## src/rtl/buddy_block_allocator_top_macros.svh

```systemverilog
// Assertion macros used by the allocator datapath.
`ifndef BUDDY_BLOCK_ALLOCATOR_TOP_MACROS_SVH
`define BUDDY_BLOCK_ALLOCATOR_TOP_MACROS_SVH
`ifndef SYNTH
`define BBA_ASSERT_HOLD(lbl, clk, rst, expr) \
  lbl: assert property (@(posedge clk) disable iff (rst) (expr)) \
    else $error("assertion failed");
`define BBA_ASSERT_IMPLY(lbl, clk, rst, ante, cons) \
  lbl: assert property (@(posedge clk) disable iff (rst) (ante) |-> (cons)) \
    else $error("assertion failed");
`else
`define BBA_ASSERT_HOLD(lbl, clk, rst, expr)
`define BBA_ASSERT_IMPLY(lbl, clk, rst, ante, cons)
`endif
`endif

```

## src/rtl/bba_pkg.sv

```systemverilog
// Shared constants, codes and controller/datapath interface types.
`timescale 1ns / 1ps
package bba_pkg;

  localparam int unsigned HEAP_BYTES_DEF      = 1048576;
  localparam int unsigned MIN_BLOCK_BYTES_DEF = 4096;

  localparam int REQ_W    = 32;
  localparam int STATUS_W = 2;
  localparam int OFFSET_W = 20;
  localparam int FREE_W   = 21;

  localparam logic [STATUS_W-1:0] ST_DONE     = 2'd0;
  localparam logic [STATUS_W-1:0] ST_NO_SPACE = 2'd1;
  localparam logic [STATUS_W-1:0] ST_REJECT   = 2'd2;

  localparam logic OP_ALLOC = 1'b0;
  localparam logic OP_FREE  = 1'b1;

  // read address select
  localparam logic [2:0] RD_IDX    = 3'd0;
  localparam logic [2:0] RD_LEFT   = 3'd1;
  localparam logic [2:0] RD_RIGHT  = 3'd2;
  localparam logic [2:0] RD_SIB    = 3'd3;
  localparam logic [2:0] RD_BUDDY  = 3'd4;
  localparam logic [2:0] RD_PARENT = 3'd5;

  // write address select
  localparam logic [1:0] WA_CLR    = 2'd0;
  localparam logic [1:0] WA_IDX    = 2'd1;
  localparam logic [1:0] WA_PARENT = 2'd2;

  // tree cursor moves
  localparam logic [1:0] IX_HOLD   = 2'd0;
  localparam logic [1:0] IX_LEFT   = 2'd1;
  localparam logic [1:0] IX_SIB    = 2'd2;
  localparam logic [1:0] IX_PARENT = 2'd3;

  typedef struct packed {
    logic       clr_step;
    logic       load;
    logic       depth_step;
    logic [2:0] rd_sel;
    logic       we;
    logic       wdata;
    logic [1:0] wa_sel;
    logic [1:0] idx_op;
    logic       keep_off;
    logic       lb_latch;
    logic       credit_node;
    logic       credit_root;
    logic       cnt_sub;
    logic       cnt_add;
    logic       stat_nospace;
    logic       stat_reject;
    logic       out_load;
  } cmd_t;

  typedef struct packed {
    logic clr_last;
    logic opc;
    logic too_big;
    logic size_done;
    logic bad;
    logic lvl_zero;
    logic busy;
    logic lb;
    logic is_root;
    logic is_left;
    logic credited;
    logic out_free;
  } sts_t;

endpackage

```

## src/rtl/bba_ram.sv

```systemverilog
// Generic simple dual-port RAM with registered read.
`timescale 1ns / 1ps
module bba_ram #(
  parameter int WIDTH = 1,
  parameter int DEPTH = 511
) (
  input  logic                     clk,
  input  logic                     we,
  input  logic [$clog2(DEPTH)-1:0] waddr,
  input  logic [WIDTH-1:0]         wdata,
  input  logic [$clog2(DEPTH)-1:0] raddr,
  output logic [WIDTH-1:0]         rdata
);

  logic [WIDTH-1:0] mem [DEPTH];

  always_ff @(posedge clk) begin
    if (we) begin
      mem[waddr] <= wdata;
    end
    rdata <= mem[raddr];
  end

endmodule

```

## src/rtl/bba_ctrl.sv

```systemverilog
// Controller state machine: tree clear, search, climb and result sequencing.
`timescale 1ns / 1ps
module bba_ctrl (
  input  logic          clk,
  input  logic          rst,
  input  logic          in_valid,
  output logic          in_ready,
  input  bba_pkg::sts_t sts,
  output bba_pkg::cmd_t cmd
);

  localparam logic [3:0] S_CLEAR = 4'd0;
  localparam logic [3:0] S_IDLE  = 4'd1;
  localparam logic [3:0] S_SIZE  = 4'd2;
  localparam logic [3:0] S_CHK   = 4'd3;
  localparam logic [3:0] S_CHKL  = 4'd4;
  localparam logic [3:0] S_CHKR  = 4'd5;
  localparam logic [3:0] S_FAIL  = 4'd6;
  localparam logic [3:0] S_UP    = 4'd7;
  localparam logic [3:0] S_FCHK  = 4'd8;
  localparam logic [3:0] S_FNODE = 4'd9;
  localparam logic [3:0] S_FBUD  = 4'd10;
  localparam logic [3:0] S_FADD  = 4'd11;
  localparam logic [3:0] S_DONE  = 4'd12;

  logic [3:0] state;
  logic [3:0] state_next;

  always_ff @(posedge clk) begin
    if (rst) begin
      state <= S_CLEAR;
    end else begin
      state <= state_next;
    end
  end

  always_comb begin
    state_next = state;
    in_ready   = 1'b0;
    cmd        = '0;
    cmd.rd_sel = bba_pkg::RD_IDX;
    cmd.wa_sel = bba_pkg::WA_IDX;
    cmd.idx_op = bba_pkg::IX_HOLD;
    unique case (state)
      S_CLEAR: begin
        cmd.clr_step = 1'b1;
        cmd.we       = 1'b1;
        cmd.wa_sel   = bba_pkg::WA_CLR;
        if (sts.clr_last) begin
          state_next = S_IDLE;
        end
      end
      S_IDLE: begin
        in_ready = 1'b1;
        if (in_valid) begin
          cmd.load   = 1'b1;
          state_next = (sts.opc == bba_pkg::OP_FREE) ? S_FCHK : S_SIZE;
        end
      end
      S_SIZE: begin
        priority if (sts.too_big) begin
          cmd.stat_nospace = 1'b1;
          state_next       = S_DONE;
        end else if (sts.size_done) begin
          cmd.rd_sel = bba_pkg::RD_IDX;
          state_next = S_CHK;
        end else begin
          cmd.depth_step = 1'b1;
        end
      end
      S_CHK: begin
        priority if (sts.lvl_zero) begin
          if (sts.busy) begin
            state_next = S_FAIL;
          end else begin
            cmd.we       = 1'b1;
            cmd.wdata    = 1'b1;
            cmd.wa_sel   = bba_pkg::WA_IDX;
            cmd.keep_off = 1'b1;
            state_next   = S_UP;
          end
        end else if (!sts.busy) begin
          cmd.rd_sel = bba_pkg::RD_LEFT;
          cmd.idx_op = bba_pkg::IX_LEFT;
        end else begin
          // busy node: look at both children before descending
          cmd.rd_sel = bba_pkg::RD_LEFT;
          state_next = S_CHKL;
        end
      end
      S_CHKL: begin
        cmd.lb_latch = 1'b1;
        cmd.rd_sel   = bba_pkg::RD_RIGHT;
        state_next   = S_CHKR;
      end
      S_CHKR: begin
        if (sts.lb || sts.busy) begin
          cmd.rd_sel = bba_pkg::RD_LEFT;
          cmd.idx_op = bba_pkg::IX_LEFT;
          state_next = S_CHK;
        end else begin
          state_next = S_FAIL;
        end
      end
      S_FAIL: begin
        priority if (sts.is_root) begin
          cmd.stat_nospace = 1'b1;
          state_next       = S_DONE;
        end else if (sts.is_left) begin
          cmd.rd_sel = bba_pkg::RD_SIB;
          cmd.idx_op = bba_pkg::IX_SIB;
          state_next = S_CHK;
        end else begin
          cmd.idx_op = bba_pkg::IX_PARENT;
        end
      end
      S_UP: begin
        if (sts.is_root) begin
          cmd.cnt_sub = 1'b1;
          state_next  = S_DONE;
        end else begin
          cmd.we     = 1'b1;
          cmd.wdata  = 1'b1;
          cmd.wa_sel = bba_pkg::WA_PARENT;
          cmd.idx_op = bba_pkg::IX_PARENT;
        end
      end
      S_FCHK: begin
        if (sts.bad) begin
          cmd.stat_reject = 1'b1;
          state_next      = S_DONE;
        end else begin
          cmd.rd_sel = bba_pkg::RD_IDX;
          state_next = S_FNODE;
        end
      end
      S_FNODE: begin
        cmd.we     = 1'b1;
        cmd.wa_sel = bba_pkg::WA_IDX;
        if (sts.is_root) begin
          cmd.credit_root = sts.busy && !sts.credited;
          state_next      = S_FADD;
        end else begin
          cmd.credit_node = sts.busy && !sts.credited;
          cmd.rd_sel      = bba_pkg::RD_BUDDY;
          state_next      = S_FBUD;
        end
      end
      S_FBUD: begin
        if (sts.busy) begin
          state_next = S_FADD;
        end else begin
          cmd.rd_sel = bba_pkg::RD_PARENT;
          cmd.idx_op = bba_pkg::IX_PARENT;
          state_next = S_FNODE;
        end
      end
      S_FADD: begin
        cmd.cnt_add = 1'b1;
        state_next  = S_DONE;
      end
      S_DONE: begin
        if (sts.out_free) begin
          cmd.out_load = 1'b1;
          state_next   = S_IDLE;
        end
      end
      default: begin
        state_next = S_IDLE;
      end
    endcase
  end

endmodule

```

## src/rtl/bba_dp.sv

```systemverilog
// Datapath: busy-bit tree memory, tree cursor, free count and result registers.
`timescale 1ns / 1ps
module bba_dp #(
  parameter int unsigned HEAP_BYTES      = bba_pkg::HEAP_BYTES_DEF,
  parameter int unsigned MIN_BLOCK_BYTES = bba_pkg::MIN_BLOCK_BYTES_DEF
) (
  input  logic                          clk,
  input  logic                          rst,
  input  bba_pkg::cmd_t                 cmd,
  output bba_pkg::sts_t                 sts,
  input  logic                          opcode,
  input  logic [bba_pkg::REQ_W-1:0]     request_size,
  input  logic [bba_pkg::REQ_W-1:0]     free_offset,
  output logic                          out_valid,
  input  logic                          out_ready,
  output logic [bba_pkg::STATUS_W-1:0]  status,
  output logic [bba_pkg::OFFSET_W-1:0]  block_offset,
  output logic [bba_pkg::FREE_W-1:0]    free_bytes
);

  localparam int LOG_HEAP = $clog2(HEAP_BYTES);
  localparam int LOG_MIN  = $clog2(MIN_BLOCK_BYTES);
  localparam int LEAFD    = LOG_HEAP - LOG_MIN;
  localparam int LEAVES   = HEAP_BYTES / MIN_BLOCK_BYTES;
  localparam int NODES    = 2 * LEAVES - 1;
  localparam int IW       = $clog2(NODES);
  localparam int HW       = LOG_HEAP + 1;
  localparam int AW       = LOG_HEAP;
  localparam int DW       = $clog2(LEAFD + 1);

  localparam logic [HW-1:0] HEAP_V = HW'(HEAP_BYTES);
  localparam logic [HW-1:0] MIN_V  = HW'(MIN_BLOCK_BYTES);

  logic [bba_pkg::REQ_W-1:0] want;
  logic [HW-1:0]             spanreq;
  logic [DW-1:0]             dreq;
  logic [IW-1:0]             idx;
  logic [DW-1:0]             cur_d;
  logic [AW-1:0]             base;
  logic [HW-1:0]             nspan;
  logic                      lb;
  logic                      credited;
  logic [HW-1:0]             credit;
  logic [HW-1:0]             count;
  logic                      bad;
  logic [IW-1:0]             clr;
  logic [bba_pkg::STATUS_W-1:0] res_status;
  logic [AW-1:0]             res_off;
  logic [bba_pkg::STATUS_W-1:0] out_status;
  logic [AW-1:0]             out_off;
  logic [HW-1:0]             out_cnt;

  logic [IW-1:0] left_idx, right_idx, sib_idx, parent_idx, buddy_idx, leaf_idx;
  logic [IW-1:0] raddr, waddr;
  logic          rbit;
  logic [HW:0]   sum;
  logic          out_free;
  logic [AW+bba_pkg::OFFSET_W-1:0] off_ext;
  logic [HW+bba_pkg::FREE_W-1:0]   cnt_ext;

  assign left_idx   = IW'({1'b0, idx, 1'b1});
  assign right_idx  = IW'(({1'b0, idx} << 1) + (IW + 1)'(2));
  assign sib_idx    = idx + IW'(1);
  assign parent_idx = IW'((idx - IW'(1)) >> 1);
  assign buddy_idx  = idx[0] ? idx + IW'(1) : idx - IW'(1);
  assign leaf_idx   = IW'((free_offset >> LOG_MIN) + 32'(LEAVES - 1));

  always_comb begin
    unique case (cmd.rd_sel)
      bba_pkg::RD_LEFT:   raddr = left_idx;
      bba_pkg::RD_RIGHT:  raddr = right_idx;
      bba_pkg::RD_SIB:    raddr = sib_idx;
      bba_pkg::RD_BUDDY:  raddr = buddy_idx;
      bba_pkg::RD_PARENT: raddr = parent_idx;
      default:            raddr = idx;
    endcase
  end

  always_comb begin
    unique case (cmd.wa_sel)
      bba_pkg::WA_CLR:    waddr = clr;
      bba_pkg::WA_PARENT: waddr = parent_idx;
      default:            waddr = idx;
    endcase
  end

  bba_ram #(
    .WIDTH(1),
    .DEPTH(NODES)
  ) u_tree (
    .clk  (clk),
    .we   (cmd.we),
    .waddr(waddr),
    .wdata(cmd.wdata),
    .raddr(raddr),
    .rdata(rbit)
  );

  assign sum      = {1'b0, count} + {1'b0, credit};
  assign out_free = !out_valid || out_ready;

  // control state
  always_ff @(posedge clk) begin
    if (rst) begin
      clr       <= '0;
      count     <= HEAP_V;
      out_valid <= 1'b0;
    end else begin
      if (cmd.clr_step) begin
        clr <= clr + IW'(1);
      end
      if (cmd.cnt_sub) begin
        count <= (count >= spanreq) ? count - spanreq : '0;
      end else if (cmd.cnt_add) begin
        count <= (sum > {1'b0, HEAP_V}) ? HEAP_V : sum[HW-1:0];
      end
      if (cmd.out_load) begin
        out_valid <= 1'b1;
      end else if (out_ready) begin
        out_valid <= 1'b0;
      end
    end
  end

  // working registers of the current item
  always_ff @(posedge clk) begin
    if (cmd.load) begin
      want       <= request_size;
      spanreq    <= HEAP_V;
      dreq       <= '0;
      credit     <= '0;
      credited   <= 1'b0;
      res_status <= bba_pkg::ST_DONE;
      res_off    <= '0;
      base       <= '0;
      bad        <= (free_offset[LOG_MIN-1:0] != '0) ||
                    (free_offset >= 32'(HEAP_BYTES));
      if (opcode == bba_pkg::OP_FREE) begin
        idx   <= leaf_idx;
        nspan <= MIN_V;
        cur_d <= DW'(LEAFD);
      end else begin
        idx   <= '0;
        nspan <= HEAP_V;
        cur_d <= '0;
      end
    end else begin
      if (cmd.depth_step) begin
        spanreq <= spanreq >> 1;
        dreq    <= dreq + DW'(1);
      end
      unique case (cmd.idx_op)
        bba_pkg::IX_LEFT: begin
          idx   <= left_idx;
          cur_d <= cur_d + DW'(1);
          nspan <= nspan >> 1;
        end
        bba_pkg::IX_SIB: begin
          idx  <= sib_idx;
          base <= base + AW'(nspan);
        end
        bba_pkg::IX_PARENT: begin
          idx   <= parent_idx;
          cur_d <= cur_d - DW'(1);
          base  <= base - AW'(nspan);
          nspan <= nspan << 1;
        end
        default: begin
        end
      endcase
      if (cmd.keep_off) begin
        res_off <= base;
      end
      if (cmd.credit_node) begin
        credit   <= nspan;
        credited <= 1'b1;
      end else if (cmd.credit_root) begin
        credit <= HEAP_V;
      end
      if (cmd.stat_nospace) begin
        res_status <= bba_pkg::ST_NO_SPACE;
      end else if (cmd.stat_reject) begin
        res_status <= bba_pkg::ST_REJECT;
      end
    end
    if (cmd.lb_latch) begin
      lb <= rbit;
    end
    if (cmd.out_load) begin
      out_status <= res_status;
      out_off    <= res_off;
      out_cnt    <= count;
    end
  end

  always_comb begin
    sts           = '0;
    sts.clr_last  = (clr == IW'(NODES - 1));
    sts.opc       = opcode;
    sts.too_big   = {1'b0, want} > 33'(HEAP_BYTES);
    sts.size_done = (dreq == DW'(LEAFD)) || ({1'b0, want} > 33'(spanreq >> 1));
    sts.bad       = bad;
    sts.lvl_zero  = (cur_d == dreq);
    sts.busy      = rbit;
    sts.lb        = lb;
    sts.is_root   = (idx == '0);
    sts.is_left   = idx[0];
    sts.credited  = credited;
    sts.out_free  = out_free;
  end

  assign off_ext      = {bba_pkg::OFFSET_W'(0), out_off};
  assign cnt_ext      = {bba_pkg::FREE_W'(0), out_cnt};
  assign status       = out_status;
  assign block_offset = off_ext[bba_pkg::OFFSET_W-1:0];
  assign free_bytes   = cnt_ext[bba_pkg::FREE_W-1:0];

`include "buddy_block_allocator_top_macros.svh"

  `BBA_ASSERT_HOLD(a_count_bound, clk, rst, count <= HEAP_V)
  `BBA_ASSERT_IMPLY(a_parent_not_root, clk, rst, cmd.we && (cmd.wa_sel == bba_pkg::WA_PARENT), idx != '0)
  `BBA_ASSERT_IMPLY(a_load_when_free, clk, rst, cmd.out_load, out_free)

endmodule

```

## src/rtl/buddy_block_allocator_top.sv

```systemverilog
// Sequence, accept to result: alloc sizes the request, descends clear nodes, checks both children
// of each busy node, backs out of failed levels, then marks the block and its ancestors busy;
// all tree reads go through the single tree read port.
// Free walks up from the leaf, clearing nodes while the buddy is free, and credits the freed span;
// reject and oversize go straight to the result. One item at a time, result may wait in its register.
// Reset: busy tree cleared by a pass over all 2 * HEAP_BYTES / MIN_BLOCK_BYTES - 1 nodes, no intake.
`timescale 1ns / 1ps
module buddy_block_allocator_top #(
  parameter int unsigned HEAP_BYTES      = bba_pkg::HEAP_BYTES_DEF,
  parameter int unsigned MIN_BLOCK_BYTES = bba_pkg::MIN_BLOCK_BYTES_DEF
) (
  input  logic                          clk,
  input  logic                          rst,
  input  logic                          in_valid,
  output logic                          in_ready,
  input  logic                          opcode,
  input  logic [bba_pkg::REQ_W-1:0]     request_size,
  input  logic [bba_pkg::REQ_W-1:0]     free_offset,
  output logic                          out_valid,
  input  logic                          out_ready,
  output logic [bba_pkg::STATUS_W-1:0]  status,
  output logic [bba_pkg::OFFSET_W-1:0]  block_offset,
  output logic [bba_pkg::FREE_W-1:0]    free_bytes
);

  bba_pkg::cmd_t cmd;
  bba_pkg::sts_t sts;

  bba_ctrl u_ctrl (
    .clk     (clk),
    .rst     (rst),
    .in_valid(in_valid),
    .in_ready(in_ready),
    .sts     (sts),
    .cmd     (cmd)
  );

  bba_dp #(
    .HEAP_BYTES     (HEAP_BYTES),
    .MIN_BLOCK_BYTES(MIN_BLOCK_BYTES)
  ) u_dp (
    .clk         (clk),
    .rst         (rst),
    .cmd         (cmd),
    .sts         (sts),
    .opcode      (opcode),
    .request_size(request_size),
    .free_offset (free_offset),
    .out_valid   (out_valid),
    .out_ready   (out_ready),
    .status      (status),
    .block_offset(block_offset),
    .free_bytes  (free_bytes)
  );

endmodule
```

## config.mk

```make
export PLATFORM = sky130hd
export DESIGN_NAME = buddy_block_allocator_top
export DESIGN_NICKNAME = d
export VERILOG_FILES = /design/src/rtl/bba_pkg.sv /design/src/rtl/bba_ram.sv /design/src/rtl/bba_ctrl.sv /design/src/rtl/bba_dp.sv /design/src/rtl/buddy_block_allocator_top.sv
export VERILOG_INCLUDE_DIRS = /design/src /design/src/rtl
export SDC_FILE = /design/constraint.sdc
export NUM_CORES = 1
export LEC_CHECK = 0
export BUFFER_PORTS_ARGS = -buffer_cell sky130_fd_sc_hd__buf_2
export CORE_ASPECT_RATIO = 0.75
export CORE_UTILIZATION = 45
export DETAILED_ROUTE_END_ITERATION = 8
export GPL_TIMING_DRIVEN = 0
export RECOVER_POWER = 100
export SYNTH_ARGS = -nofsm -noshare
export SYNTH_HDL_FRONTEND = slang
export SYNTH_SLANG_ARGS = --single-unit
```

## constraint.sdc

```tcl
create_clock -name clk -period 27.9 [get_ports clk]
set_input_delay 6.975 -clock clk [delete_from_list [all_inputs] [get_ports clk]]
set_output_delay 6.975 -clock clk [all_outputs]
set_load 0.01 [all_outputs]
```

### Word-level counts from Yosys, hierarchy flattened

Memories as Yosys holds them, arrays and structs flattened. A register that Yosys moved wholly into a read port is not among the register bits.
Index checks and enable logic that the tools add are counted.

* add/subtract/negate cells: 12
* order comparisons: 5
* eq/ne operators: 31
* muxes and demuxes: 85
* reduce and logical (&&, ||, !) cells: 21

Operator list (count)
* two-way mux 21 bit: 8
* two-way mux 4 bit: 16
* one-hot mux 4 bit (13 select lines): 1
* one-hot mux 9 bit (5 select lines): 1
* one-hot mux 21 bit (2 select lines): 1
* one-hot mux 20 bit (2 select lines): 1
* two-way mux 1 bit: 33
* >= comparator 32 x 21 -> 1 bit (second input constant): 1
* > comparator 32 x 20 -> 1 bit: 1
* > comparator 32 x 21 -> 1 bit (second input constant): 1
* two-way mux 9 bit: 3
* one-hot mux 9 bit (3 select lines): 1
* equality test 4 bit (second input constant): 6
* adder 21 x 21 -> 22 bit: 1
* > comparator 22 x 21 -> 1 bit (second input constant): 1
* >= comparator 21 bit: 1
* one-hot mux 3 bit (7 select lines): 1
* subtractor 21 bit: 1
* adder 20 bit: 1
* subtractor 20 bit: 1
* adder 9 x 1 -> 9 bit (second input constant): 2
* one-hot mux 9 bit (2 select lines): 1
* equality test 4 x 3 -> 1 bit (second input constant): 4
* two-way mux 3 bit: 5
* 37 further kinds: 61

* register bits after elaboration: 235
* RAM bits: 511
* input bits: 69
* output and inout bits: 45
* word-level logic and storage cells: 176
* memories: 1

Memories
* u_dp.u_tree.mem: words 511, width 1, read ports 1, clocked after memory_dff 1, wr ports 1, RTL line bba_ram.sv:15 `logic [WIDTH-1:0] mem [DEPTH];`

### Logic depth before layout (Yosys ltp)

Gate-level depths: netlist of run 1.

* depth after elaboration: 7
* depth in mapped cells: 27
* mapped depth without buffers: 25

### Modules after synthesis

A second synthesis of run 1 with hierarchy kept.

* cell total of the unflattened synthesis: 3181
* area, all modules: 37086.8 um^2

Modules (own cells, without submodules)
* bba_ram: instances 1, cells each 1589, area each 22369.0 um^2, sequential area each 15364.7 um^2
* bba_dp: instances 1, cells each 1470, area each 13848.3 um^2, sequential area each 5735.5 um^2
* bba_ctrl: instances 1, cells each 122, area each 869.6 um^2, sequential area each 80.1 um^2

### Worst setup path after synthesis of run 1

OpenSTA, ideal clock, no wires.

* path type: input to register
* start point: input rst
* end point: register u_dp.count[4]
* data arrival time: 9.346 ns
* data required time: 27.812 ns
* slack: 18.466 ns
* stages on the path: 13
* cell sequence: buf_1 -> nor2_1 -> nand4b_1 -> nor3_1 -> o211ai_1 -> or3_1 -> nor4_1 -> nand4_1 -> nor4_1 -> a31o_2 -> clkbuf_1 -> nand3_1 -> o31ai_1

RTL lines
* from (decl): RTL line buddy_block_allocator_top.sv:13 `input logic rst,`
* to (signal assigned): RTL line bba_dp.sv:113 `count <= (count >= spanreq) ? count - spanreq : '0;`
* to (signal assigned): RTL line bba_dp.sv:115 `count <= (sum > {1'b0, HEAP_V}) ? HEAP_V : sum[HW-1:0];`
* to (decl): RTL line bba_dp.sv:44 `logic [HW-1:0] count;`

==> results of run 1 <==
-- cells in the mapped netlist (63+ instances only) --
master / count
nand3_1: 96
ha_1: 92
dfxtp_1: 125
and3_1: 88
inv_1: 63
nand2_1: 693
nor2_1: 689
o21ai_0: 63
mux2i_1: 75
clkbuf_1: 151
edfxtp_1: 622
buf_2: 73
a21oi_1: 151
-- worst reg2reg max path: cells and delay by family, from the launching register on --
family,cells,cell delay [ns]
fa+ha+maj,1,0.29
buf+inv,6,6.35
flops,1,0.36
simple gates,4,1.87
-- report_power, final --
| group | internal [mW] | switching (mW) | total (mW) |
|---|---|---|---|
| Clock | 0.636 | 0.473 | 1.11 |
| Sequential | 1.30 | 0.0765 | 1.38 |
| Combinational | 0.629 | 1.72 | 2.35 |
| Total | 2.57 | 2.27 | 4.84 |
-- worst min-delay path by stage --
stage	slack [ns]	cells past startpoint	to
floorplan	0.41	0	u_dp.block_offset[0]
global placement	0.41	0	u_dp.block_offset[0]
detailed placement	0.41	0	u_dp.block_offset[10]
CTS	0.43	0	u_dp.block_offset[19]
global route	0.43	0	u_dp.block_offset[11]
finish	0.43	0	u_dp.block_offset[11]
-- layout by cell type, fill, tap and decap left out, drive strengths merged, types with 13 or more instances in the layout --
cell type,Yosys,layout
nor2b,16,16
and3,88,88
a21oi,152,152
clkinv,0,31
nand2b,14,14
a21o,27,27
buf,97,160
nor2,689,689
clkbuf,152,309
nand2,695,695
mux2i,75,75
nand3,96,96
a211oi,23,23
edfxtp,622,622
a221oi,13,13
o31ai,13,13
dfxtp,125,125
inv,65,68
a311oi,39,39
or3,17,17
or2,14,14
xnor2,56,56
nor4,30,30
ha,92,92
o21ai,64,64
a22oi,39,39
nor3,48,48
o22ai,22,22
nand4,35,35
o21a,18,18
a31oi,55,55
xor2,50,50
-- registers in the layout, indices dropped and copies added, names as in the netlist, 4 cells and up --
register           cells
u_dp.u_tree.mem      511
u_dp.want             32
u_dp.count            21
u_dp.credit           21
u_dp.free_bytes       21
u_dp.nspan            21
u_dp.spanreq          21
u_dp.base             20
u_dp.block_offset     20
u_dp.res_off          20
u_dp.clr               9
u_dp.idx               9
u_ctrl.state           4
u_dp.cur_d             4
u_dp.dreq              4
-- area by class of cell --
class,count,area share (%)
Antenna cell,1,0.00605
Buffer,249,2.63
Clock buffer,99,5.11
Clock inverter,48,1.32
Inverter,65,0.590
Multi-Input combinational cell,2614,34.6
Sequential cell,747,51.2
Tap cell,1058,3.20
Timing Repair Buffer,121,1.30
-- per-stage QoR --
step / instance area, µm² / hold slack, ns / worst slack (ns) / util (%)
2_1_floorplan: 36900 / 0.408 / 18.47 / -
3_3_place_gp: 38800 / 0.413 / 12.65 / 48.0
3_5_place_dp: 39000 / 0.413 / 17.66 / 48.3
4_1_cts: 41600 / 0.430 / 18.32 / 51.6
5_1_grt: 41400 / 0.433 / 17.87 / 51.2
6_report: 41400 / 0.427 / 18.21 / 51.2
-- kinds of logic after synthesis --
logic type	synth area share, %
simple gates	20.7
flops	57.4
compound gates	10.3
buf+inv	3.61
xor+xnor	2.52
fa+ha+maj	3.34
mux	2.07
-- per-layer routing --
| layer | up-vias | GRT usage, % | wire, µm |
|---|---|---|---|
| li1 | 13500 | - | - |
| met1 | 14700 | 48.0 | 57300 |
| met2 | 2068 | 39.3 | 49200 |
| met3 | 265 | 10.5 | 19900 |
| met4 | 10 | 8.74 | 3850 |
| met5 | - | 0 | 157 |
==> impl_results.md, run 1 <==
* Status: finished with violations
* Failing checks: max-capacitance violations, max-slew violations
* CTS tree: done
* Resized cells post-CTS at 0
* Worst path required time at ~28 ns
* Initial Util at between 40% and 50%
* RSZ-0062 raised after global routing: false
* Worst r2r src: u_dp.idx[0]
* CP max stage delay at 0.37 ns
* Via density at slightly above 6
* Sequential area share after synthesis at a little under three fifths
* Worst-path cell chain: clkbuf_1 -> nor2_1 -> nand4b_1 -> nor3_1 -> o211ai_1 -> or3_1 -> nor4_1 -> nand4_1 -> nor4_1 -> a31o_2 -> clkbuf_1 -> nand3_1 -> o31ai_1
* Die X-Extent at roughly 330 µm
* F_max at 103 MHz
* Rel. slew slack at -101%
* Gr usage total at 30.8%
* YS warnings at 0
* Worst setup path class: input port to flip-flop
* IO Port Bufs at between 100 and 150
* Number of DRC markers in iteration 0 at between 5k and 6k
* Non-filler cells, final at approximately 5.0k
* H-tree levels at 3
* Post-route clock period utilization at between 30% and 40%
* Hpwl dp at around 90000 µm
* Placer Congestion at a little over 1
* Synth area leaders: edfxtp_1 (51%), nand2_1 (7.1%), nor2_1 (7.0%)
* R2r setup slk at 18.46 ns
* Root buffer cell: clkbuf_16
* Final Skew at around 0.037 ns
* Tmin final at just under 10 ns
* WL per Instance at between 20 and 30 µm
* Power Total at 4.84 mW
* Initial antenna violation count at 8
* Hold Path Class: flip-flop to flip-flop
* Crit path max-delay cell type: nand3_1
* Yosys reg bits at between 700 and 800
* Reg2reg end: u_dp.u_tree.mem[238]
* Worst Path Arrival at slightly above 10 ns
* Cells after DPL at between 4k and 5k
* Final net count at 4042
* Async SR Flop Fraction at 0%
* Largest net degree at the start of global routing at between 70 and 80
* Final setup viols at 0
* Syn Inst Count at between 3k and 4k
* Seq. cell area at approximately 21000 µm²
* Core ar. at 80700 µm²
* Netlist cell types at 93
* DRT antenna net count at 0
* Worst VDD drop at 0.0908 mV
* Post-CTS setup buffer count at 0
* Worst path buffer plus inverter count at 2
* Multi-input logic area at between 10000 and 15000 µm²
* Slew @ Worst Pin at around 3.0 ns
* Gr ovfl total at 0
* Top-level I/O count at 114
* Crit. Startpoint: rst
* Hold Buf Count CTS at 0
* Worst-path clk slew at ~0.06 ns
* CP top delay family: simple AND/OR/NAND/NOR gates
* Clock sink count at ~750
* Mapped Avg Cell Area at roughly 10 µm²
* Area share of the largest cell type after synthesis at roughly half
* Ratio of cells with drive above 1 in the final layout at around 7.7%
* EDFF count, synth at around 620
* CTS buffer count at 79
* Crit path launch type: input port
* Fin Setup TNS at 0 ns
* Area grow syn2layout at 12.2%
* Max-Cap Viols at 13
* Synth Cell Area at between 30000 and 40000 µm²
* Number of global-route vias before repair at approximately 27k
* Chip height at approximately 250 µm
* Max-slew violation count at slightly above 600
* Global-route wire length before repair at 187000 µm
* Hold Startpoint: u_dp.res_off[11]
* Layout filler cell count at between 7k and 8k
* Final wirelength at about 130000 µm
* Biggest area consumer among synthesized cells: edfxtp_1
* Die area at around 83000 µm²
* Reg2Reg Depth at 11
* # rows at 90
* DR pass1 iterations at 6
* Crit path to: u_dp.count[4]
* CP max FO at 10
* Count of final hold-check violations at 0
* DR vias at slightly above 30k
* Power Dens Cells at 117 nW/µm²
* Clock Path Buffers at 3
* Worst-Skew Late Latency at about 0.67 ns
* DR DRC count at 0
* Leak pwr at between 10 and 15 nW
* Cell count along the critical path at 13
* Top FF cell, synth: edfxtp_1
* Synthesized net count at 3840
* CP endpoint kind: flip-flop
(Power assumes the default switching activity.)
==> inputs of run 2 (changes only) <==
clock period = 8.5 ns   (was 27.9 ns; I/O delays follow)
==> run 2 against run 1 <==
Effect of this change: the flow still finishes with violations (max-capacitance violations, max-slew violations); non-clock buffer count down 4; first-iteration DRC count down 10%; setup slack worse by 17 ns; sequential power rose to 3.3 times the previous value; clock-buffer cell count up 3; sequential cell count unchanged; utilization about the same; clock skew down 0.0095 ns; register-to-register slack worse by 17 ns; critical endpoint is now u_dp.u_tree.rdata.
==> impl_results.md, run 2 (synthesis gave the netlist of run 1 again) <==
* H-tree levels at 3 (unchanged)
* Post-CTS setup buffer count at 0 (unchanged)
* Top-level I/O count at 114 (unchanged)
* Chip height at 250 µm (unchanged)
* RSZ-0062 raised after global routing: false (unchanged)
* Grt met3 use at 10.4% (was 10.5%)
* Slew @ Worst Pin at 2.92 ns (was 3.02 ns)
* Met2 GRT Util at 39.3% (about the same)
* CP endpoint kind: flip-flop (unchanged)
* Number of global-route vias before repair at 27.3k (was 27.5k)
* Clock Path Buffers at 3 (unchanged)
* Core ar. at 80700 µm² (unchanged)
* Worst-path clk slew at 0.07 ns (was 0.06 ns)
* DR DRC count at 0 (unchanged)
* CP top delay family: compound AO/OA/AOI/OAI gates (was simple AND/OR/NAND/NOR gates)
* Hpwl dp at 90100 µm (was 90400 µm)
* Final Skew at 0.0274 ns (was 0.0369 ns)
* DR vias at 30.6k (was 30.5k)
* Seq. cell area at 21200 µm² (unchanged)
* Area grow syn2layout at 12.3% (was 12.2%)
* CP max FO at 10 (unchanged)
* Final instance area at 41400 µm² (about the same)
* Die X-Extent at 333 µm (unchanged)
* Leak pwr at 14.3 nW (about the same)
* Initial Util at 45.7% (unchanged)
* Largest net degree at the start of global routing at 184 (was 79)
* Max-Cap Viols at 5 (was 13)
* Worst-Skew Late Latency at 0.67 ns (about the same)
* Cell count along the critical path at 17 (was 13)
* DR pass1 iterations at 9 (was 6)
* Hold Path Class: flip-flop to flip-flop (unchanged)
* Placer Congestion at 1.02 (was 1.01)
* Gr ovfl total at 0 (unchanged)
* Biggest register: u_dp.u_tree.mem (unchanged)
* # rows at 90 (unchanged)
* Most common cell after layout, fill and taps aside: nand2_1 (unchanged)
* Count of final hold-check violations at 0 (unchanged)
* F_max at ~130 MHz
* Grt peak-use layer: met1 (unchanged)
* Root buffer cell: clkbuf_16 (unchanged)
* Final wirelength at 130000 µm (about the same)
* Largest regs: u_dp.u_tree.mem (511), u_dp.want (32) (unchanged)
* CTS tree: done (unchanged)
* CTS buffer count at 79 (unchanged)
* Failing checks: max-capacitance violations, max-slew violations (unchanged)
* Rel. slew slack at -94.8% (was -101%)
* Worst Path Arrival at 8.02 ns (was 10.24 ns)
* Final setup viols at 0 (unchanged)
* Area post-placement at 38900 µm² (was 39000 µm²)
* Worst-path cell chain: clkbuf_1 -> inv_1 -> ha_1 -> nor4b_4 -> a21oi_1 -> a211oi_1 -> o21a_1 -> a2bb2oi_2 -> clkbuf_1 -> mux2i_1 -> o211ai_1 -> a31o_1 -> o41ai_2 -> a21oi_1 -> a41o_1 -> nand4_1 -> o31a_1 (was clkbuf_1 -> nor2_1 -> nand4b_1 -> nor3_1 -> o211ai_1 -> or3_1 -> nor4_1 -> nand4_1 -> nor4_1 -> a31o_2 -> clkbuf_1 -> nand3_1 -> o31ai_1)
* IO Port Bufs at 112 (unchanged)
* Most frequent cells in the layout: nand2_1 (693), nor2_1 (689), edfxtp_1 (622), clkbuf_1 (221), a21oi_1 (151) (was nand2_1 (693), nor2_1 (689), edfxtp_1 (622), clkbuf_1 (226), a21oi_1 (151))
* Ratio of cells with drive above 1 in the final layout at 7.83% (was 7.68%)
* Power Dens Cells at 383 nW/µm² (was 117 nW/µm²)
* Initial antenna violation count at 7 (was 8)
* WL per Instance at 26.0 µm (was 26.1 µm)
* Worst VDD drop at 0.242 mV (was 0.0908 mV)
* Reg2Reg Depth at 17 (was 11)
* Max-slew violation count at 293 (was 623)
* Worst setup path class: flip-flop to flip-flop (was input port to flip-flop)
* Number of DRC markers in iteration 0 at 4811 (was 5373)
* M1 GR Usage at 47.8% (was 48.0%)
* Power Total at 15.9 mW (was 4.84 mW)
* Crit path launch type: flip-flop (was input port)
* Multi-input logic area at 14300 µm² (about the same)
* Die area at 83100 µm² (unchanged)
* DRT antenna net count at 0 (unchanged)
* Clock sink count at 747 (unchanged)
* Tmin final at approximately 7.5 ns
* Global-route wire length before repair at 186000 µm (was 187000 µm)
* Max FFs per register at 511 (unchanged)
* CP max stage delay at 1.14 ns (was 0.37 ns)
* Post-route clock period utilization at roughly 88%
* Status: finished with violations (unchanged)
* Gr usage total at 30.6% (was 30.8%)
* Worst path required time at 9.06 ns (was 28.46 ns)
* Crit path max-delay cell type: a211oi_1 (was nand3_1)
* Via density at 6.12 (was 6.10)
* Final net count at 4038 (was 4042)
* Layout filler cell count at 7442 (was 7381)
* Hold Buf Count CTS at 0 (unchanged)
* Worst path buffer plus inverter count at 3 (was 2)
* Worst hold stages at 0 (unchanged)
* Resized cells post-CTS at 0 (unchanged)
## run 2: worst paths after layout
kind | slack (ns) | from | to
worst max register to register | 1.04 | u_dp.idx[0] | u_dp.u_tree.rdata
worst min register to register | 0.43 | u_dp.res_off[1] | u_dp.block_offset[1]
worst max-delay path | 1.04 | u_dp.idx[0] | u_dp.u_tree.rdata
worst min-delay path | 0.43 | u_dp.res_off[1] | u_dp.block_offset[1]
## run 2: final cells by class
class,instances,share of cell area (%)
Sequential cell,747,51.2
Multi-Input combinational cell,2614,34.6
Clock buffer,102,5.29
Tap cell,1058,3.20
Buffer,249,2.62
Timing Repair Buffer,117,1.33
Clock inverter,41,1.15
Inverter,65,0.589
Antenna cell,4,0.0242
## run 2: where the power goes
part,internal (mW),leakage (nW),switching (mW)
sequential,4.28,5.70,0.247
clock,2.13,1.29,1.52
combinational,2.07,7.29,5.63
total,8.47,14.3,7.40
## run 2: routing by layer
metal / vias to the layer above / routed length, µm / part of all wire (%)
met2: 2057 / 48900 / 38
met5: - / 15 / 0.012
met4: 2 / 3660 / 2.8
li1: 13500 / - / -
met1: 14800 / 57000 / 44
met3: 248 / 20300 / 16
## run 2: per-stage QoR
| step | util [%] | setup slack, ns | hold WS [ns] | TNS (ns) | std cells |
|---|---|---|---|---|---|
| 2_1_floorplan | - | 2.04 | 0.408 | 0 | 3675 |
| 3_3_place_gp | 48.0 | -1.82 | 0.413 | -1150.81 | 4845 |
| 3_5_place_dp | 48.2 | 1.72 | 0.416 | 0 | 4850 |
| 4_1_cts | 51.5 | 1.68 | 0.429 | 0 | 4993 |
| 5_1_grt | 51.3 | 0.719 | 0.435 | 0 | 4993 |
| 6_report | 51.3 | 1.04 | 0.427 | 0 | 4997 |
